`src/rtl/grr_pkg.sv`:
```
// Shared types and constants of the glyph row rasterizer.
package grr_pkg;

    localparam int GLYPH_ROWS = 7;
    localparam int GLYPH_COLS = 5;
    localparam int BASE_X_W   = 15;
    localparam int BASE_Y_W   = 14;

    // Configuration register indexes.
    localparam logic [2:0] REG_ORIGIN_X     = 3'd0;
    localparam logic [2:0] REG_ORIGIN_Y     = 3'd1;
    localparam logic [2:0] REG_PIXEL_SCALE  = 3'd2;
    localparam logic [2:0] REG_FRAME_WIDTH  = 3'd3;
    localparam logic [2:0] REG_FRAME_HEIGHT = 3'd4;
    localparam logic [2:0] REG_TEXT_COLOR   = 3'd5;

    // One classified row waiting for the pixel sequencer.
    typedef struct packed {
        logic [GLYPH_COLS-1:0]      bits;
        logic signed [BASE_X_W-1:0] base_x;
        logic signed [BASE_Y_W-1:0] base_y;
    } row_job_t;

    // Effective drawing settings after clamping.
    typedef struct packed {
        logic [1:0]  scale;
        logic [11:0] width;
        logic [11:0] height;
    } draw_cfg_t;

    typedef enum logic [1:0] {
        SEQ_IDLE,
        SEQ_RUN,
        SEQ_FLUSH
    } seq_state_t;

endpackage

```
`src/rtl/grr_front.sv`:
```
// Front end: accepts character items, folds case, looks up the font row and
// computes the base coordinates of the row.
module grr_front (
    input  logic                  s_axis_tvalid,
    output logic                  s_axis_tready,
    input  logic [23:0]           s_axis_tdata,
    input  logic signed [11:0]    origin_x,
    input  logic signed [11:0]    origin_y,
    input  logic [1:0]            scale,
    output logic                  push_valid,
    input  logic                  push_ready,
    output grr_pkg::row_job_t     push_job
);
    import grr_pkg::*;

    typedef logic [0:GLYPH_ROWS-1][GLYPH_COLS-1:0] glyph_t;

    function automatic glyph_t font_glyph(input logic [7:0] code);
        glyph_t g;
        g = '0;
        unique case (code)
            8'h30: g = {5'h0E, 5'h11, 5'h13, 5'h15, 5'h19, 5'h11, 5'h0E};
            8'h31: g = {5'h04, 5'h0C, 5'h04, 5'h04, 5'h04, 5'h04, 5'h0E};
            8'h32: g = {5'h0E, 5'h11, 5'h01, 5'h02, 5'h04, 5'h08, 5'h1F};
            8'h33: g = {5'h0E, 5'h11, 5'h01, 5'h06, 5'h01, 5'h11, 5'h0E};
            8'h34: g = {5'h02, 5'h06, 5'h0A, 5'h12, 5'h1F, 5'h02, 5'h02};
            8'h35: g = {5'h1F, 5'h10, 5'h1E, 5'h01, 5'h01, 5'h11, 5'h0E};
            8'h36: g = {5'h06, 5'h08, 5'h10, 5'h1E, 5'h11, 5'h11, 5'h0E};
            8'h37: g = {5'h1F, 5'h01, 5'h02, 5'h04, 5'h08, 5'h08, 5'h08};
            8'h38: g = {5'h0E, 5'h11, 5'h11, 5'h0E, 5'h11, 5'h11, 5'h0E};
            8'h39: g = {5'h0E, 5'h11, 5'h11, 5'h0F, 5'h01, 5'h02, 5'h0C};
            8'h41: g = {5'h0E, 5'h11, 5'h11, 5'h1F, 5'h11, 5'h11, 5'h11};
            8'h43: g = {5'h0E, 5'h11, 5'h10, 5'h10, 5'h10, 5'h11, 5'h0E};
            8'h44: g = {5'h1E, 5'h11, 5'h11, 5'h11, 5'h11, 5'h11, 5'h1E};
            8'h45: g = {5'h1F, 5'h10, 5'h10, 5'h1E, 5'h10, 5'h10, 5'h1F};
            8'h46: g = {5'h1F, 5'h10, 5'h10, 5'h1E, 5'h10, 5'h10, 5'h10};
            8'h49: g = {5'h0E, 5'h04, 5'h04, 5'h04, 5'h04, 5'h04, 5'h0E};
            8'h4C: g = {5'h10, 5'h10, 5'h10, 5'h10, 5'h10, 5'h10, 5'h1F};
            8'h4D: g = {5'h11, 5'h1B, 5'h15, 5'h15, 5'h11, 5'h11, 5'h11};
            8'h4E: g = {5'h11, 5'h19, 5'h15, 5'h13, 5'h11, 5'h11, 5'h11};
            8'h4F: g = {5'h0E, 5'h11, 5'h11, 5'h11, 5'h11, 5'h11, 5'h0E};
            8'h50: g = {5'h1E, 5'h11, 5'h11, 5'h1E, 5'h10, 5'h10, 5'h10};
            8'h52: g = {5'h1E, 5'h11, 5'h11, 5'h1E, 5'h14, 5'h12, 5'h11};
            8'h53: g = {5'h0F, 5'h10, 5'h10, 5'h0E, 5'h01, 5'h01, 5'h1E};
            8'h54: g = {5'h1F, 5'h04, 5'h04, 5'h04, 5'h04, 5'h04, 5'h04};
            8'h55: g = {5'h11, 5'h11, 5'h11, 5'h11, 5'h11, 5'h11, 5'h0E};
            8'h57: g = {5'h11, 5'h11, 5'h11, 5'h15, 5'h15, 5'h1B, 5'h11};
            8'h58: g = {5'h11, 5'h11, 5'h0A, 5'h04, 5'h0A, 5'h11, 5'h11};
            8'h59: g = {5'h11, 5'h11, 5'h0A, 5'h04, 5'h04, 5'h04, 5'h04};
            8'h2D: g = {5'h00, 5'h00, 5'h00, 5'h1F, 5'h00, 5'h00, 5'h00};
            8'h3A: g = {5'h00, 5'h04, 5'h00, 5'h00, 5'h04, 5'h00, 5'h00};
            8'h2C: g = {5'h00, 5'h00, 5'h00, 5'h00, 5'h04, 5'h04, 5'h08};
            8'h2F: g = {5'h01, 5'h02, 5'h04, 5'h08, 5'h10, 5'h00, 5'h00};
            default: g = '0;
        endcase
        return g;
    endfunction

    logic [7:0]             char_code;
    logic [7:0]             char_position;
    logic [2:0]             glyph_row;
    logic [7:0]             folded_code;
    glyph_t                 glyph;
    logic [GLYPH_COLS-1:0]  row_bits;
    logic [9:0]             pos_scaled;
    logic [12:0]            pos_offset;
    logic [4:0]             row_offset;

    assign char_code     = s_axis_tdata[7:0];
    assign char_position = s_axis_tdata[15:8];
    assign glyph_row     = s_axis_tdata[18:16];

    // Lower-case letters share the upper-case glyphs.
    assign folded_code = (char_code >= 8'h61 && char_code <= 8'h7A) ?
                         (char_code - 8'h20) : char_code;
    assign glyph       = font_glyph(folded_code);
    assign row_bits    = (glyph_row < 3'(GLYPH_ROWS)) ? glyph[glyph_row] : '0;

    // Cell pitch is six dots: position*scale*6 as two shifted adds.
    assign pos_scaled = 10'(char_position) * 10'(scale);
    assign pos_offset = {1'b0, pos_scaled, 2'b00} + {2'b00, pos_scaled, 1'b0};
    assign row_offset = 5'(glyph_row) * 5'(scale);

    assign push_job.bits   = row_bits;
    assign push_job.base_x = BASE_X_W'(origin_x) + $signed({2'b00, pos_offset});
    assign push_job.base_y = BASE_Y_W'(origin_y) + $signed({9'd0, row_offset});

    // Rows without a lit dot are consumed here and never reach the queue.
    assign s_axis_tready = push_ready;
    assign push_valid    = s_axis_tvalid && (row_bits != '0);

endmodule

```
`src/rtl/grr_queue.sv`:
```
// Two-entry queue between the front end and the pixel sequencer.
module grr_queue (
    input  logic               clk,
    input  logic               rst_n,
    input  logic               push_valid,
    output logic               push_ready,
    input  grr_pkg::row_job_t  push_job,
    output logic               pop_valid,
    input  logic               pop,
    output grr_pkg::row_job_t  pop_job
);
    import grr_pkg::*;

    localparam int DEPTH = 2;
    localparam int PTR_W = $clog2(DEPTH);

    row_job_t               entries [DEPTH];
    logic [PTR_W-1:0]       wr_ptr_reg, wr_ptr_next;
    logic [PTR_W-1:0]       rd_ptr_reg, rd_ptr_next;
    logic [PTR_W:0]         count_reg, count_next;
    logic                   do_push;
    logic                   do_pop;

    assign push_ready = (count_reg != (PTR_W+1)'(DEPTH));
    assign pop_valid  = (count_reg != '0);
    assign pop_job    = entries[rd_ptr_reg];
    assign do_push    = push_valid && push_ready;
    assign do_pop     = pop && pop_valid;

    always_comb
    begin
        wr_ptr_next = do_push ? wr_ptr_reg + 1'b1 : wr_ptr_reg;
        rd_ptr_next = do_pop ? rd_ptr_reg + 1'b1 : rd_ptr_reg;
        count_next  = count_reg + (PTR_W+1)'(do_push) - (PTR_W+1)'(do_pop);
    end

    always_ff @(posedge clk or negedge rst_n)
    begin
        if (!rst_n)
        begin
            wr_ptr_reg <= '0;
            rd_ptr_reg <= '0;
            count_reg  <= '0;
        end
        else
        begin
            wr_ptr_reg <= wr_ptr_next;
            rd_ptr_reg <= rd_ptr_next;
            count_reg  <= count_next;
        end
    end

    always_ff @(posedge clk)
    begin
        if (do_push)
        begin
            entries[wr_ptr_reg] <= push_job;
        end
    end

endmodule

```
`src/rtl/grr_back.sv`:
```
// Back end: walks the lit dots of a row, clips each pixel, forms its address
// and holds one write back so that the final write of the row can be marked.
module grr_back (
    input  logic               clk,
    input  logic               rst_n,
    input  grr_pkg::draw_cfg_t cfg,
    input  logic [23:0]        text_color,
    input  logic               job_valid,
    output logic               job_pop,
    input  grr_pkg::row_job_t  job,
    output logic               m_axis_tvalid,
    input  logic               m_axis_tready,
    output logic [47:0]        m_axis_tdata,
    output logic               m_axis_tlast
);
    import grr_pkg::*;

    function automatic logic [2:0] first_col(input logic [GLYPH_COLS-1:0] m);
        logic [2:0] c;
        c = 3'd0;
        priority if (m[4]) c = 3'd0;
        else if (m[3])     c = 3'd1;
        else if (m[2])     c = 3'd2;
        else if (m[1])     c = 3'd3;
        else               c = 3'd4;
        return c;
    endfunction

    // Sequencer state.
    seq_state_t                 state_reg, state_next;
    logic [GLYPH_COLS-1:0]      mask_reg, mask_next;
    logic signed [BASE_X_W-1:0] bx_reg, bx_next;
    logic signed [BASE_Y_W-1:0] by_reg, by_next;
    logic [2:0]                 col_reg, col_next;
    logic [1:0]                 dx_reg, dx_next;
    logic [1:0]                 dy_reg, dy_next;

    // Candidate pixel stage.
    logic                       cand_v_reg;
    logic                       cand_keep_reg;
    logic                       cand_flush_reg;
    logic [11:0]                cand_x_reg;
    logic [11:0]                cand_y_reg;

    // Held write and output register.
    logic                       held_v_reg;
    logic [21:0]                held_addr_reg;
    logic                       out_v_reg;
    logic [21:0]                out_addr_reg;
    logic                       out_last_reg;

    logic                       issue;
    logic                       issue_flush;
    logic                       out_free;
    logic                       cand_go;
    logic                       cand_room;
    logic [GLYPH_COLS-1:0]      mask_left;
    logic [4:0]                 col_offset;
    logic signed [BASE_X_W-1:0] px;
    logic signed [BASE_Y_W-1:0] py;
    logic                       in_frame;
    logic [24:0]                addr_full;
    logic [1:0]                 scale_last;

    assign out_free  = !out_v_reg || m_axis_tready;
    assign cand_go   = cand_v_reg &&
                       (!(cand_keep_reg || cand_flush_reg) || !held_v_reg || out_free);
    assign cand_room = !cand_v_reg || cand_go;

    assign scale_last = cfg.scale - 2'd1;
    assign mask_left  = mask_reg & ~(5'b10000 >> col_reg);
    assign col_offset = 5'(col_reg) * 5'(cfg.scale);
    assign px = bx_reg + $signed({{(BASE_X_W-5){1'b0}}, col_offset})
                       + $signed({{(BASE_X_W-2){1'b0}}, dx_reg});
    assign py = by_reg + $signed({{(BASE_Y_W-2){1'b0}}, dy_reg});
    assign in_frame = !px[BASE_X_W-1] && !py[BASE_Y_W-1] &&
                      (px[BASE_X_W-2:0] < {{(BASE_X_W-13){1'b0}}, cfg.width}) &&
                      (py[BASE_Y_W-2:0] < {{(BASE_Y_W-13){1'b0}}, cfg.height});

    always_comb
    begin
        state_next  = state_reg;
        mask_next   = mask_reg;
        bx_next     = bx_reg;
        by_next     = by_reg;
        col_next    = col_reg;
        dx_next     = dx_reg;
        dy_next     = dy_reg;
        job_pop     = 1'b0;
        issue       = 1'b0;
        issue_flush = 1'b0;
        unique case (state_reg)
            SEQ_IDLE:
            begin
                if (job_valid)
                begin
                    job_pop    = 1'b1;
                    mask_next  = job.bits;
                    bx_next    = job.base_x;
                    by_next    = job.base_y;
                    col_next   = first_col(job.bits);
                    dx_next    = 2'd0;
                    dy_next    = 2'd0;
                    state_next = SEQ_RUN;
                end
            end
            SEQ_RUN:
            begin
                if (cand_room)
                begin
                    issue = 1'b1;
                    if (dx_reg != scale_last)
                    begin
                        dx_next = dx_reg + 2'd1;
                    end
                    else
                    begin
                        dx_next = 2'd0;
                        if (dy_reg != scale_last)
                        begin
                            dy_next = dy_reg + 2'd1;
                        end
                        else
                        begin
                            dy_next   = 2'd0;
                            mask_next = mask_left;
                            col_next  = first_col(mask_left);
                            if (mask_left == '0)
                            begin
                                state_next = SEQ_FLUSH;
                            end
                        end
                    end
                end
            end
            SEQ_FLUSH:
            begin
                if (cand_room)
                begin
                    issue_flush = 1'b1;
                    state_next  = SEQ_IDLE;
                end
            end
            default:
            begin
                state_next = SEQ_IDLE;
            end
        endcase
    end

    always_ff @(posedge clk or negedge rst_n)
    begin
        if (!rst_n)
        begin
            state_reg <= SEQ_IDLE;
        end
        else
        begin
            state_reg <= state_next;
        end
    end

    always_ff @(posedge clk)
    begin
        mask_reg <= mask_next;
        bx_reg   <= bx_next;
        by_reg   <= by_next;
        col_reg  <= col_next;
        dx_reg   <= dx_next;
        dy_reg   <= dy_next;
    end

    always_ff @(posedge clk or negedge rst_n)
    begin
        if (!rst_n)
        begin
            cand_v_reg <= 1'b0;
        end
        else if (issue || issue_flush)
        begin
            cand_v_reg <= 1'b1;
        end
        else if (cand_go)
        begin
            cand_v_reg <= 1'b0;
        end
    end

    always_ff @(posedge clk)
    begin
        if (issue || issue_flush)
        begin
            cand_keep_reg  <= issue && in_frame;
            cand_flush_reg <= issue_flush;
            cand_x_reg     <= px[11:0];
            cand_y_reg     <= py[11:0];
        end
    end

    // Address of a kept pixel: y * width + x, cut to the word address width.
    assign addr_full = 25'(cand_y_reg * cfg.width) + 25'(cand_x_reg);

    always_ff @(posedge clk or negedge rst_n)
    begin
        if (!rst_n)
        begin
            held_v_reg <= 1'b0;
            out_v_reg  <= 1'b0;
        end
        else
        begin
            if (cand_go && (cand_keep_reg || cand_flush_reg) && held_v_reg)
            begin
                out_v_reg <= 1'b1;
            end
            else if (m_axis_tready)
            begin
                out_v_reg <= 1'b0;
            end
            if (cand_go && cand_keep_reg)
            begin
                held_v_reg <= 1'b1;
            end
            else if (cand_go && cand_flush_reg)
            begin
                held_v_reg <= 1'b0;
            end
        end
    end

    always_ff @(posedge clk)
    begin
        if (cand_go && (cand_keep_reg || cand_flush_reg) && held_v_reg)
        begin
            out_addr_reg <= held_addr_reg;
            out_last_reg <= cand_flush_reg;
        end
        if (cand_go && cand_keep_reg)
        begin
            held_addr_reg <= addr_full[21:0];
        end
    end

    assign m_axis_tvalid = out_v_reg;
    assign m_axis_tdata  = {2'b00, text_color, out_addr_reg};
    assign m_axis_tlast  = out_last_reg;

endmodule

```
`src/rtl/glyph_row_rasterizer.sv`:
```
// Top level of the glyph row rasterizer: configuration registers and wiring.
//
// Each input transfer on the s_axis channel names a character code, its index
// in the string and one font row. The block folds lower-case letters to upper
// case, looks the row up in a built-in 5x7 font and sends one m_axis transfer
// per framebuffer pixel to write: the word address y*width+x and the text
// colour. Every lit dot becomes a square of scale x scale pixels; pixels off
// the frame are dropped, and tlast marks the final write of each row. Rows
// with no visible pixel produce no transfer at all.
// Settings are written through the cfg channel (always ready); the user must
// write them only while the block is idle, which the block does not enforce.
// Throughput: one candidate pixel per cycle while the output is not stalled;
// rows with no lit dot are consumed at the input. A row's first write passes
// the queue, sequencer, candidate and held registers, since one write is held
// back to learn whether it is the last. A two-entry queue lets the front end
// take further rows while the sequencer works. A receiver stall freezes the
// output register and, behind it, the sequencer; no write is lost. Reset
// empties the queue and restores the default settings (640x480, scale 1,
// origin 0, white).
module glyph_row_rasterizer #(
    parameter int FRAME_SIDE_MAX = 2048,
    parameter int SCALE_MAX      = 2
) (
    input  logic        clk,
    input  logic        rst_n,
    input  logic        s_axis_tvalid,
    output logic        s_axis_tready,
    input  logic [23:0] s_axis_tdata,   // char_code[7:0], char_position[15:8], glyph_row[18:16]
    output logic        m_axis_tvalid,
    input  logic        m_axis_tready,
    output logic [47:0] m_axis_tdata,   // pixel_address[21:0], pixel_color[45:22]
    output logic        m_axis_tlast,   // last
    input  logic        cfg_valid,
    output logic        cfg_ready,
    input  logic [2:0]  cfg_index,
    input  logic [23:0] cfg_data
);
    import grr_pkg::*;

    // Clamp limits sized to the 12-bit frame registers.
    localparam logic [11:0] SIDE_CLAMP =
        (FRAME_SIDE_MAX > 4095) ? 12'd4095 : 12'(FRAME_SIDE_MAX);
    localparam logic [1:0]  SCALE_CLAMP = 2'(SCALE_MAX);

    logic signed [11:0] origin_x_reg;
    logic signed [11:0] origin_y_reg;
    logic [1:0]         pixel_scale_reg;
    logic [11:0]        frame_width_reg;
    logic [11:0]        frame_height_reg;
    logic [23:0]        text_color_reg;

    draw_cfg_t          draw_cfg;
    logic               push_valid;
    logic               push_ready;
    row_job_t           push_job;
    logic               job_valid;
    logic               job_pop;
    row_job_t           job;

    assign cfg_ready = 1'b1;

    always_ff @(posedge clk or negedge rst_n)
    begin
        if (!rst_n)
        begin
            origin_x_reg     <= 12'sd0;
            origin_y_reg     <= 12'sd0;
            pixel_scale_reg  <= 2'd1;
            frame_width_reg  <= 12'd640;
            frame_height_reg <= 12'd480;
            text_color_reg   <= 24'hFFFFFF;
        end
        else if (cfg_valid)
        begin
            unique case (cfg_index)
                REG_ORIGIN_X:     origin_x_reg     <= cfg_data[11:0];
                REG_ORIGIN_Y:     origin_y_reg     <= cfg_data[11:0];
                REG_PIXEL_SCALE:  pixel_scale_reg  <= cfg_data[1:0];
                REG_FRAME_WIDTH:  frame_width_reg  <= cfg_data[11:0];
                REG_FRAME_HEIGHT: frame_height_reg <= cfg_data[11:0];
                REG_TEXT_COLOR:   text_color_reg   <= cfg_data;
                default:
                begin
                end
            endcase
        end
    end

    // A scale of zero draws as one; oversize settings saturate.
    always_comb
    begin
        priority if (pixel_scale_reg == 2'd0)
            draw_cfg.scale = 2'd1;
        else if (pixel_scale_reg > SCALE_CLAMP)
            draw_cfg.scale = SCALE_CLAMP;
        else
            draw_cfg.scale = pixel_scale_reg;
        draw_cfg.width  = ({1'b0, frame_width_reg} > 13'(FRAME_SIDE_MAX)) ?
                          SIDE_CLAMP : frame_width_reg;
        draw_cfg.height = ({1'b0, frame_height_reg} > 13'(FRAME_SIDE_MAX)) ?
                          SIDE_CLAMP : frame_height_reg;
    end

    grr_front u_front (
        .s_axis_tvalid (s_axis_tvalid),
        .s_axis_tready (s_axis_tready),
        .s_axis_tdata  (s_axis_tdata),
        .origin_x      (origin_x_reg),
        .origin_y      (origin_y_reg),
        .scale         (draw_cfg.scale),
        .push_valid    (push_valid),
        .push_ready    (push_ready),
        .push_job      (push_job)
    );

    grr_queue u_queue (
        .clk        (clk),
        .rst_n      (rst_n),
        .push_valid (push_valid),
        .push_ready (push_ready),
        .push_job   (push_job),
        .pop_valid  (job_valid),
        .pop        (job_pop),
        .pop_job    (job)
    );

    grr_back u_back (
        .clk           (clk),
        .rst_n         (rst_n),
        .cfg           (draw_cfg),
        .text_color    (text_color_reg),
        .job_valid     (job_valid),
        .job_pop       (job_pop),
        .job           (job),
        .m_axis_tvalid (m_axis_tvalid),
        .m_axis_tready (m_axis_tready),
        .m_axis_tdata  (m_axis_tdata),
        .m_axis_tlast  (m_axis_tlast)
    );

endmodule
```
`config.mk`:
```
export PLATFORM = sky130hd
export DESIGN_NAME = glyph_row_rasterizer
export DESIGN_NICKNAME = d
export VERILOG_FILES = /design/src/rtl/grr_pkg.sv /design/src/rtl/grr_front.sv /design/src/rtl/grr_queue.sv /design/src/rtl/grr_back.sv /design/src/rtl/glyph_row_rasterizer.sv
export SDC_FILE = /design/constraint.sdc
export NUM_CORES = 1
export LEC_CHECK = 0
export ABC_AREA = 0
export BUFFER_PORTS_ARGS = -buffer_cell sky130_fd_sc_hd__clkbuf_2
export CORE_MARGIN = 2
export CORE_UTILIZATION = 35
export CTS_CLUSTER_SIZE = 14
export DETAILED_ROUTE_END_ITERATION = 10
export GPL_TIMING_DRIVEN = 1
export HOLD_SLACK_MARGIN = 0.02
export PLACE_DENSITY = 0.48
export SLEW_MARGIN = 25
export SYNTH_ARGS = -nofsm -noshare
export SYNTH_HDL_FRONTEND = slang
export SYNTH_MEMORY_MAX_BITS = 65536
export SYNTH_SLANG_ARGS = --single-unit
```
`constraint.sdc`:
```
create_clock -name clk -period 15.3 [get_ports clk]
set_input_delay 4.59 -clock clk [delete_from_list [all_inputs] [get_ports clk]]
set_output_delay 4.59 -clock clk [all_outputs]
set_load 0.05 [all_outputs]
```
=== Word level (Yosys, flattened, before mapping) ===
Memory sizes are Yosys's and may differ from the RTL's.
Cells that the tools add are included.

* Bits in registers: 195
* Memory bits (writable): 68
* ROM bits: 4480
* Input port bits: 56
* Output and inout bits: 52
* Logic and storage cells: 178
* Memories: 2

* $add $sub $neg: 15
* $mul: 4
* Magnitude comparators: 9
* Eq/ne operators: 16
* Shift operators: 1
* Mux-type cells: 56
* Bitwise gates (word level): 3
* Reductions and logical operators: 46

{| class="wikitable"
|+ Memories
! name !! depth !! width !! rd ports !! clocked after memory_dff !! write ports !! RTL line !! text
|-
| (no name shown) || 128 || 35 || 1 || 0 || 0 || grr_front.sv:21 || <nowiki>unique case (code)</nowiki>
|-
| u_queue.entries || 2 || 34 || 1 || 0 || 1 || grr_queue.sv:17 || <nowiki>row_job_t entries [DEPTH];</nowiki>
|}

{| class="wikitable"
|+ Operators by type and width
! cell !! count
|-
| 2-to-1 mux 3 bit || 12
|-
| 2-to-1 mux 35 bit || 1
|-
| 2-to-1 mux 5 bit || 7
|-
| 2-to-1 mux 2 bit || 14
|-
| greater-than comparator 12 bit, second input constant || 2
|-
| 2-to-1 mux 12 bit || 2
|-
| adder 22 x 12 -> 22 bit || 1
|-
| multiplier 12 x 12 -> 22 bit || 1
|-
| adder 12 x 14 -> 15 bit || 1
|-
| adder 15 x 3 -> 15 bit || 1
|-
| adder 15 x 6 -> 15 bit || 1
|-
| binary-select mux 5 bit (select 3 bit) || 1
|-
| adder 14 x 3 -> 14 bit || 1
|-
| < comparator 14 x 12 -> 1 bit || 1
|-
| AND reduction 2 bit || 7
|-
| adder 12 x 11 -> 13 bit || 1
|-
| adder 12 x 6 -> 13 bit || 1
|-
| logical AND 1 bit || 13
|-
| < comparator 13 x 12 -> 1 bit || 1
|-
| 2-to-1 mux 1 bit || 13
|-
| multiplier 3 x 2 -> 5 bit || 2
|-
| multiplier 8 x 2 -> 10 bit || 1
|-
| case mux 5 bit (2 select lines) || 1
|-
| nonzero test 2 bit || 5
|-
| 37 further kinds || 59
|}

=== Depth between registers and ports, before layout ===
An unclocked memory read counts as a cell.

* Word-level depth: 14
* Mapped depth: 22
* Gate-level depth less buffers: 21

=== Modules after synthesis ===
From an unflattened synthesis, not the netlist that was laid out.

* Cells, all modules: 1843
* Area, all modules: 20184.4 µm²

{| class="wikitable"
|+ Modules (own cells, without submodules)
! module !! instances !! cells an instance !! area an instance (µm²) !! seq. area each (µm²)
|-
| grr_back || 1 || 1009 || 10632.7 || 3488.3
|-
| grr_front || 1 || 518 || 3678.5 || 0.0
|-
| glyph_row_rasterizer || 1 || 188 || 3190.6 || 1864.3
|-
| grr_queue || 1 || 128 || 2682.6 || 2142.1
|}

=== Least setup slack after synthesis ===
No wires, ideal clock.

* Path type: input -> register
* Start point: input s_axis_tdata[0]
* End point: memory u_queue.entries[0][0] (netlist bit) (enable)
* Setup time: 0.427 ns
* Arrival time: 8.469 ns
* Data required time: 14.873 ns
* Setup slack: 6.404 ns
* Cell stages on the path: 13
* Path buffers: 2
* Cells stage by stage: clkbuf_1 -> inv_1 -> ha_1 -> nand2b_1 -> a21oi_4 -> o31ai_4 -> buf_6 -> o311ai_0 -> o221ai_1 -> o22ai_1 -> or2_1 -> o41a_1 -> nor2b_1

{| class="wikitable"
|+ RTL lines
! what !! RTL line !! text
|-
| start, declared || glyph_row_rasterizer.sv:28 || <nowiki>input logic [23:0] s_axis_tdata,</nowiki>
|-
| end, declared || grr_queue.sv:17 ||
|}

==> impl_metrics.py <==
metrics = {
    "final_layout": {
        "drive_gt1_share_pct": 17.3,
        "syn2layout_area_growth_pct": 12.0,
        "largest_register_ffs": 66,
        "final_util_pct": 39.7,
        "finish.net_count": 2184,
        "antenna_cells": 0,
        "n_fill_cell": 5215,
    },
    "grt": {
        "grt_max_degree": 50,
        "grt_overflow": 0,
        "grt_pass1_wl_mm": 70.8,
        "track_usage_pct": 15.7,
        "antenna_found_initial": 0,
        "grt_pass1_vias": 13300,
    },
    "clock_tree": {
        "cts.sinks": 259,
        "cts_buffers": 31,
        "ctsHoldBuffers": 0,
        "ctsResizeCount": 0,
        "post_cts_buffers": 0,
        "htreeDepth": 1,
        "clock_path_buffers": 3,
        "cts_tree": "done",
        "path_clk_slew_ns": 0.06,
        "cts_root_buf": "clkbuf_16",
        "clk_latency_ns": 0.58,
    },
    "critical_path": {
        "cp_slowest_cell": "o31a_1",
        "ff2ff_setup_slack_ns": 8.66,
        "crit_buf_inv": 3,
        "crit_chain": "clkbuf_2, inv_1, ha_1, nor2_1, and3_1, o31a_1, mux2i_1, a21oi_1, o32ai_1, or2_1, o41a_1, nor2b_2, buf_4",
        "worstSetupStartpointType": "primary input",
        "required_ns": 15.51,
        "crit_family": "compound AO/OA/AOI/OAI gates",
        "critPathKind": "primary input to register",
        "crit_arrival_ns": 8.62,
        "critPathCaptureType": "register",
        "reg2reg_depth": 20,
        "r2r-end": "u_back.held_addr_reg[21]",
        "crit_cells": 13,
        "cp_max_fo": 33,
        "cp_slowest_stage_delay_ns": 0.71,
        "rr_startpoint": "frame_width_reg[11]",
    },
    "min_path": {
        "hp-class": "register to register",
        "min_path_cells": 0,
        "hold-path-endpoint": "u_back.out_addr_reg[8]",
        "hold_start": "u_back.held_addr_reg[8]",
    },
    "place": {
        "io_buffer_count": 99,
        "place_hpwl_mm": 32.8,
        "gp_congestion": 0.869,
    },
    "timing": {
        "slew_headroom_pct": 39.3,
        "drv_slew": 0,
        "finalSetupViolCount": 0,
        "hold_viol_final": 0,
        "final.min_clock_period_ns": 8.40,
        "max_freq_mhz": 119,
        "final.setup.tns_ns": 0,
        "min_period_over_period_pct": 54.9,
        "hold_ws_ns": 0.417,
        "worstMarginPinSlew_ns": 0.910,
        "rsz0062_at_grt": "no",
        "clock_skew_ns": 0.0142,
    },
    "logic_synthesis": {
        "yosysTopAreaCell": "edfxtp_1",
        "synth_cell_types": 73,
        "netlist.area_leader.share_pct": 27.8,
        "synth.area.top_cells": "edfxtp_1 (28%), fa_1 (13%), ha_1 (9.3%)",
        "synth_seq_cells": 259,
        "synth_async_sr_flop_share_pct": 31.7,
        "seq_area_frac_synth_pct": 38.8,
        "synthCells": 1789,
        "ys_warn_count": 0,
        "netlist_area_um2": 19100,
        "synthFlopType": "edfxtp_1",
        "avgSynthCellArea_um2": 10.7,
        "synth_edf_count": 177,
    },
    "status": {
        "outcome": "finished clean",
    },
    "die": {
        "fp.dieH_um": 238,
        "io_pins": 108,
        "start_util_pct": 35.4,
        "die_width_um": 238,
        "fp.coreArea_um2": 53900,
        "die-area_um2": 56400,
        "rows": 85,
    },
    "detailed_routing": {
        "viasPerCell": 4.99,
        "drc": 0,
        "drtIter0Drc": 610,
        "first_pass_iters": 4,
        "ant_nets": 0,
        "vias": 12900,
        "postRouteWirelength_mm": 43.8,
        "drt-wirelength-per-cell_um": 16.9,
    },
    "flow_run": {
        "maxCapViolations": 0,
    },
}
## placed cells by master (no fill, tap or decap), types with 7 or more instances in the layout
cell type / count
fa_1: 120
dfrtp_1: 52
a211oi_1: 7
edfxtp_1: 177
nor4_1: 7
o21ai_0: 50
a21o_1: 19
xnor2_1: 58
nor2_1: 80
nand2b_1: 30
nor2b_1: 44
clkinv_1: 8
dfstp_2: 30
mux2_2: 104
o31ai_1: 9
o21bai_1: 11
buf_4: 23
a31oi_1: 11
nand3_1: 27
inv_1: 214
xor2_1: 23
nor3_1: 23
and2_1: 101
ha_1: 142
clkbuf_2: 98
o211ai_1: 12
o21a_1: 12
a21oi_1: 77
or2_2: 8
mux2i_1: 7
nand2_1: 145
clkbuf_16: 31
## area by class of cell
class / count / area (um^2) / share of cell area [%]
inverters: 215 / 807 / 3.77
well taps: 696 / 871 / 4.07
flip-flops and latches: 259 / 7400 / 34.6
clock inverters: 24 / 284 / 1.33
multi-input cells: 1237 / 10600 / 49.4
repair buffers: 122 / 674 / 3.15
clock buffers: 34 / 787 / 3.68
## kinds of logic (layout without fill, tap and decap cells)
kind of cell	after synthesis	after routing	synth area share [%]
other cells	2	3	0.0393
simple gates	502	502	13.3
flops	259	259	38.8
xor+xnor	81	81	3.72
compound gates	278	278	9.72
mux	111	111	6.50
fa+ha+maj	262	262	21.9
buf+inv	294	395	6.06
## layer usage
layer,up-vias,wire (um),track usage [%]
met5,-,0,0
met4,0,1010,4.08
met3,71,1320,1.75
met2,233,21600,27.9
met1,6361,19800,20.3
li1,6247,-,-
## worst max path at each step
stage | end | startpoint
finish | u_queue.entries[0][15] | s_axis_tdata[1]
global route | u_queue.entries[0][15] | s_axis_tdata[1]
CTS | u_queue.entries[1][8] | s_axis_tdata[1]
floorplan | u_queue.entries[0][0] | s_axis_tdata[0]
global placement | u_queue.entries[1][9] | s_axis_tdata[1]
detailed placement | u_queue.entries[1][9] | s_axis_tdata[1]
## through the flow
stage	setup slack [ns]	cell area, um^2	instances
2_1_floorplan	6.40	19100	1790
3_3_place_gp	6.03	20300	2528
3_5_place_dp	6.03	20300	2528
4_1_cts	6.64	21400	2586
5_1_grt	6.55	21400	2587
6_report	6.90	21400	2587
## cell usage after synthesis (7+ instances only)
library cell,n
a21oi_1,78
buf_4,7
a21o_1,19
nand2_1,145
o211ai_1,12
mux2i_1,7
xor2_1,23
fa_1,120
xnor2_1,58
buf_1,9
or2_2,8
nor2_1,80
buf_2,10
a211oi_1,7
nor4_1,7
clkbuf_1,51
a31oi_1,11
o31ai_1,9
nand2b_1,30
and2_1,101
edfxtp_1,177
dfstp_2,30
dfrtp_1,52
nor2b_1,46
nand3_1,27
inv_1,214
o21a_1,12
o21ai_0,50
mux2_2,104
o21bai_1,11
ha_1,142
nor3_1,24
Power is not shown: default switching activity piles up to over one toggle a cycle in this logic, so the estimate is an artifact.
